<file path="config.mk">
export PLATFORM = sky130hd
export DESIGN_NAME = hpk_bin_map
export DESIGN_NICKNAME = d
export VERILOG_FILES = /design/src/rtl/hpk_pkg.sv /design/src/rtl/hpk_mul_cell.sv /design/src/rtl/hpk_bin_map.sv
export SDC_FILE = /design/constraint.sdc
export NUM_CORES = 2
export LEC_CHECK = 0
export BUFFER_PORTS_ARGS = -buffer_cell sky130_fd_sc_hd__buf_4
export CAP_MARGIN = 10
export CORE_UTILIZATION = 59
export DETAILED_ROUTE_END_ITERATION = 12
export PLACE_DENSITY_LB_ADDON = 0.08
export SYNTH_ARGS = -nofsm -noshare
export SYNTH_HDL_FRONTEND = slang
export SYNTH_SLANG_ARGS = --single-unit
</file>
<file path="constraint.sdc">
create_clock -name clk_i -period 7.84 [get_ports clk_i]
set_clock_uncertainty 0.1 [all_clocks]
set_input_delay 0.392 -clock clk_i [delete_from_list [all_inputs] [get_ports clk_i]]
set_output_delay 0.392 -clock clk_i [all_outputs]
set_load 0.02 [all_outputs]
</file>
<file path="src/rtl/hpk_pkg.sv">
package hpk_pkg;

  // parameter defaults
  localparam int NUM_BINS_DEF    = 1024;
  localparam int COUNT_WIDTH_DEF = 32;
  localparam int FRAC_BITS_DEF   = 24;

  // fixed field widths
  localparam int SAMPLE_W  = 32;
  localparam int SCALE_W   = 32;
  localparam int IDX_W     = 10;
  localparam int VAL_W     = 32;
  localparam int BCNT_W    = 11;
  localparam int CFG_IDX_W = 2;

  localparam logic [BCNT_W-1:0] BIN_COUNT_RST = BCNT_W'(1024);

  // multiplier row: one scale digit per cell
  localparam int DIGIT_W   = 8;
  localparam int NUM_CELLS = SCALE_W / DIGIT_W;
  localparam int ACC_W     = SAMPLE_W + SCALE_W;

  localparam logic [1:0] MODE_ADD   = 2'd0;
  localparam logic [1:0] MODE_READ  = 2'd1;
  localparam logic [1:0] MODE_CLEAR = 2'd2;
  localparam logic [1:0] MODE_NOP   = 2'd3;

  localparam logic [CFG_IDX_W-1:0] REG_RANGE_LOW = CFG_IDX_W'(0);
  localparam logic [CFG_IDX_W-1:0] REG_SCALE     = CFG_IDX_W'(1);
  localparam logic [CFG_IDX_W-1:0] REG_BIN_COUNT = CFG_IDX_W'(2);

  typedef struct packed {
    logic                rej;    // offset negative with nonzero scale
    logic [SAMPLE_W-1:0] diff;   // nonnegative offset from range_low
    logic [SCALE_W-1:0]  scale;
    logic [ACC_W-1:0]    acc;    // running partial product
  } cell_data_t;

endpackage

</file>
<file path="src/rtl/hpk_mul_cell.sv">
module hpk_mul_cell #(
  parameter int Index = 0
) (
  input  logic                clk_i,
  input  logic                rst_ni,
  input  logic                valid_i,
  input  hpk_pkg::cell_data_t data_i,
  output logic                valid_o,
  output hpk_pkg::cell_data_t data_o
);
  import hpk_pkg::*;

  logic [DIGIT_W-1:0]          digit;
  logic [SAMPLE_W+DIGIT_W-1:0] part;
  logic                        valid_q;
  cell_data_t                  data_d, data_q;

  assign digit = data_i.scale[Index*DIGIT_W +: DIGIT_W];
  assign part  = data_i.diff * digit;

  always_comb begin
    data_d     = data_i;
    data_d.acc = data_i.acc + (ACC_W'(part) << (Index * DIGIT_W));
  end

  always_ff @(posedge clk_i or negedge rst_ni) begin
    if (!rst_ni) begin
      valid_q <= 1'b0;
    end else begin
      valid_q <= valid_i;
    end
  end

  always_ff @(posedge clk_i) begin
    if (valid_i) begin
      data_q <= data_d;
    end
  end

  assign valid_o = valid_q;
  assign data_o  = data_q;

endmodule

</file>
<file path="src/rtl/hpk_bin_map.sv">
module hpk_bin_map #(
  parameter int FracBits = hpk_pkg::FRAC_BITS_DEF,
  parameter int BinW     = 10
) (
  input  logic                              clk_i,
  input  logic                              rst_ni,
  input  logic                              valid_i,
  input  logic signed [hpk_pkg::SAMPLE_W-1:0] sample_i,
  input  logic signed [hpk_pkg::SAMPLE_W-1:0] range_low_i,
  input  logic [hpk_pkg::SCALE_W-1:0]       scale_i,
  input  logic [hpk_pkg::BCNT_W-1:0]        active_i,
  output logic                              valid_o,
  output logic                              ok_o,
  output logic [BinW-1:0]                   bin_o
);
  import hpk_pkg::*;

  logic [SAMPLE_W:0]   diff_w;
  logic                neg;
  cell_data_t          head_d, head_q;
  logic                head_valid_q;

  logic                link_valid [NUM_CELLS+1];
  cell_data_t          link_data  [NUM_CELLS+1];

  logic [ACC_W-1:0]    bin_full;
  logic                ok_d, ok_q, valid_q;
  logic [BinW-1:0]     bin_d, bin_q;

  // 33-bit offset, exact for any pair of 32-bit operands
  assign diff_w = {sample_i[SAMPLE_W-1], sample_i} - {range_low_i[SAMPLE_W-1], range_low_i};
  assign neg    = diff_w[SAMPLE_W];

  always_comb begin
    head_d.rej   = neg && (scale_i != '0);
    head_d.diff  = neg ? '0 : diff_w[SAMPLE_W-1:0];   // zero scale: negative maps to bin 0
    head_d.scale = scale_i;
    head_d.acc   = '0;
  end

  always_ff @(posedge clk_i or negedge rst_ni) begin
    if (!rst_ni) begin
      head_valid_q <= 1'b0;
    end else begin
      head_valid_q <= valid_i;
    end
  end

  always_ff @(posedge clk_i) begin
    if (valid_i) begin
      head_q <= head_d;
    end
  end

  assign link_valid[0] = head_valid_q;
  assign link_data[0]  = head_q;

  for (genvar k = 0; k < NUM_CELLS; k++) begin : g_cell
    hpk_mul_cell #(
      .Index(k)
    ) u_cell (
      .clk_i  (clk_i),
      .rst_ni (rst_ni),
      .valid_i(link_valid[k]),
      .data_i (link_data[k]),
      .valid_o(link_valid[k+1]),
      .data_o (link_data[k+1])
    );
  end

  assign bin_full = link_data[NUM_CELLS].acc >> FracBits;
  assign ok_d     = !link_data[NUM_CELLS].rej && (bin_full < ACC_W'(active_i));
  assign bin_d    = BinW'(bin_full);

  always_ff @(posedge clk_i or negedge rst_ni) begin
    if (!rst_ni) begin
      valid_q <= 1'b0;
    end else begin
      valid_q <= link_valid[NUM_CELLS];
    end
  end

  always_ff @(posedge clk_i) begin
    if (link_valid[NUM_CELLS]) begin
      ok_q  <= ok_d;
      bin_q <= bin_d;
    end
  end

  assign valid_o = valid_q;
  assign ok_o    = ok_q;
  assign bin_o   = bin_q;

endmodule

</file>
==> results.yml <==
place:
  dp_hpwl_um: 91900
  port_buffers: 121
  place_area_sq_mm: 0.0508
  gp_congestion: 0.884
  post-place-ws_ps: 21.6
die:
  die_w_um: 288
  start_util_pct: 59.8
  rows: 104
  chipHeight_um: 288
  num_io_pins: 122
  core-area_sq_mm: 0.0808
  die_area_sq_mm: 0.0830
synth:
  synth_common_cells: "736 x inv_1, 721 x fa_1, 664 x and2_1"
  seq_area_frac_synth_pct: 22.8
  syn_area_sq_mm: 0.0483
  ys.warnings.count: 0
  synth_flop_cell: "edfxtp_1"
  synth.distinct_cells: 75
  netlist_instances: 4821
  synth-seq-cells: 368
  synth_edf_count: 362
  synth.largest_area_cell: "fa_1"
  synth_top_area_share_pct: 29.9
  async_flop_share_pct: 1.63
  synthTopCellsByArea: "fa_1 30%, edfxtp_1 22%, ha_1 10%, and2_1 8.6%, inv_1 5.7%"
  syn_nets: 6043
  yosysMostFrequentCell: "inv_1"
  synth.avg_cell_area_sq_um: 10.0
route:
  routed_via_density: 5.60
  drc: 0
  first_pass_iters: 7
  via_count: 34300
  wl_um: 113000
  drtAntennaViolNets: 0
  routedWlPerCell_um: 18.5
  drtIter0Drc: 1517
critical_path:
  arrival_ps: 7800
  crit_top_cell: "a21o_1"
  cp_data_required_time_ps: 8080
  critPathSlowestCell: "fa_1"
  crit_type: "reg -> reg"
  reg2reg_depth: 31
  crit_fanout: 14
  cp-start-kind: "flop"
  crit_path_end_kind: "flop"
  max_stage_delay_ps: 510
  critical_path.top_delay_family: "compound AO/OA/AOI/OAI gates"
  path_buf_inv: 3
  cp_num_cells: 31
final_layout:
  area_growth_pct: 9.87
  nNetsFinal: 6249
  final_area_sq_mm: 0.0531
  drive_above_1_share_pct: 7.41
timing:
  hold_violations: 0
  fin_crit_ps: 7560
  max_freq_ghz: 0.132
  setup_violations: 0
  fin_crit_sh_pct: 96.4
  max-slew-margin-rel_pct: 31.0
  setup_ws_ps: 279
  tightest_slew_ps: 1030
  slew_violations: 0
clock_tree:
  clk_latency_ps: 610
  clkTransAtPathRegs_ps: 60
  cts_tree: "built"
  cts.sinks: 368
  cts_buffers: 47
  htreeDepth: 2
  ctsLongestPathBuffers: 3
  cts_root_buf: "clkbuf_16"
global_routing:
  grt_pass1_vias: 36400
  globalRouteOverflowTotal: 0
  grt_pass1_wl_um: 185000
  antenna_found_initial: 0
  grt_max_degree: 69
  grt_use_total_pct: 28.1
flow_run:
  cap_violations: 0
min_path:
  hold_class: "in -> async"
outcome:
  run_status: "finished clean"
## worst register-to-register path: cells and delay by family, from the launching register on
| kind | cells | cell delay, ps |
|---|---|---|
| adder cells (fa/ha/maj) | 6 | 2450 |
| AO/OA/AOI/OAI | 17 | 3200 |
| buffers and inverters | 3 | 280 |
| XOR/XNOR | 2 | 250 |
| flip-flops | 1 | 410 |
| AND/OR/NAND/NOR | 3 | 630 |
## cell type report
type | instances | area (sq um)
well taps | 1060 | 1330
inverters | 736 | 2760
fillers | 6551 | 27700
multi-input cells | 3598 | 34200
diodes | 1 | 2.50
clock inverters | 31 | 324
flip-flops and latches | 368 | 11000
clock buffers | 54 | 1240
repair buffers | 276 | 2190
## logic make-up (layout without fill, tap and decap cells)
logic type               after synthesis  count (layout)  synth area share [%]
adder cells (fa/ha/maj)             1112            1112                  40.0
flip-flops                           368             368                  22.8
AND/OR/NAND/NOR                     1544            1544                  16.6
AO/OA/AOI/OAI                        700             700                  9.55
multiplexers                           1               1                0.0233
buffers and inverters                855            1097                  6.69
XOR/XNOR                             241             241                  4.37
other                                  0               1                     0
## cell usage in the layout (no fill, tap or decap), types with 23 or more instances in the layout
| cell type | netlist | layout |
|---|---|---|
| a211oi_1 | 31 | 30 |
| a21o_1 | 127 | 127 |
| a21oi_1 | 204 | 200 |
| and2_1 | 664 | 664 |
| and3_1 | 23 | 23 |
| buf_4 | 2 | 234 |
| clkbuf_16 | 0 | 49 |
| dlygate4sd3_1 | 0 | 33 |
| edfxtp_1 | 362 | 362 |
| fa_1 | 721 | 719 |
| ha_1 | 391 | 386 |
| inv_1 | 736 | 736 |
| nand2_1 | 479 | 478 |
| nand2b_1 | 24 | 23 |
| nand3_1 | 40 | 40 |
| nand4_1 | 32 | 32 |
| nor2_1 | 162 | 161 |
| nor2b_1 | 26 | 26 |
| nor3_1 | 38 | 38 |
| o211ai_1 | 23 | 23 |
| o21a_1 | 42 | 42 |
| o21ai_0 | 117 | 112 |
| xnor2_1 | 152 | 152 |
| xor2_1 | 89 | 89 |
## state kept, by name, summed over array words and instances, names as in the netlist
| name | flops |
|---|---|
| bin_o | 10 |
| g_cell.u_cell.data_o | 286 |
| g_cell.u_cell.valid_o | 4 |
| head_q | 65 |
| head_valid_q | 1 |
| ok_o | 1 |
| valid_o | 1 |
## per-layer routing
layer	share of wire, %	GRT usage, %	vias to the layer above
li1	-	-	16100
met3	4.1	2.81	231
met2	51	50.7	847
met4	3.6	10.3	0
met1	41	35.0	17200
met5	0	0	-
## per-stage QoR
step | util (%) | hold WS [ps] | TNS (ps) | instances
2_1_floorplan | - | -3.59 | 0 | 4821
3_3_place_gp | 62.9 | 111 | 0 | 5974
3_5_place_dp | 62.9 | 111 | 0 | 5974
4_1_cts | 65.2 | 5.70 | 0 | 6092
5_1_grt | 65.7 | 23.2 | -92.1 | 6123
6_report | 65.7 | 29.4 | 0 | 6124
## final timing paths
check / slack (ps) / start / to
min in group clk_i: 120 / range_low_i[0] / head_q[96]
setup reg to reg: 280 / g_cell[1].u_cell.data_o[83] / g_cell[2].u_cell.data_o[55]
setup / recovery: 280 / g_cell[1].u_cell.data_o[83] / g_cell[2].u_cell.data_o[55]
hold reg to reg: 320 / head_q[93] / g_cell[0].u_cell.data_o[93]
max in group asynchronous: 7470 / rst_ni / g_cell[0].u_cell.valid_o
hold / removal: 30 / rst_ni / head_valid_q
## what timing repair did
action,CTS,global route
gates resized for setup,1,36
pin swaps,0,16
setup buffers,0,31
setup endpoints to repair,1,19
hold buffers,33,0
endpoints found under the hold margin,38,0
Power is left out: the tool's default activity adds up to more than one toggle a clock period on the data nets, which glitch-free logic cannot reach.
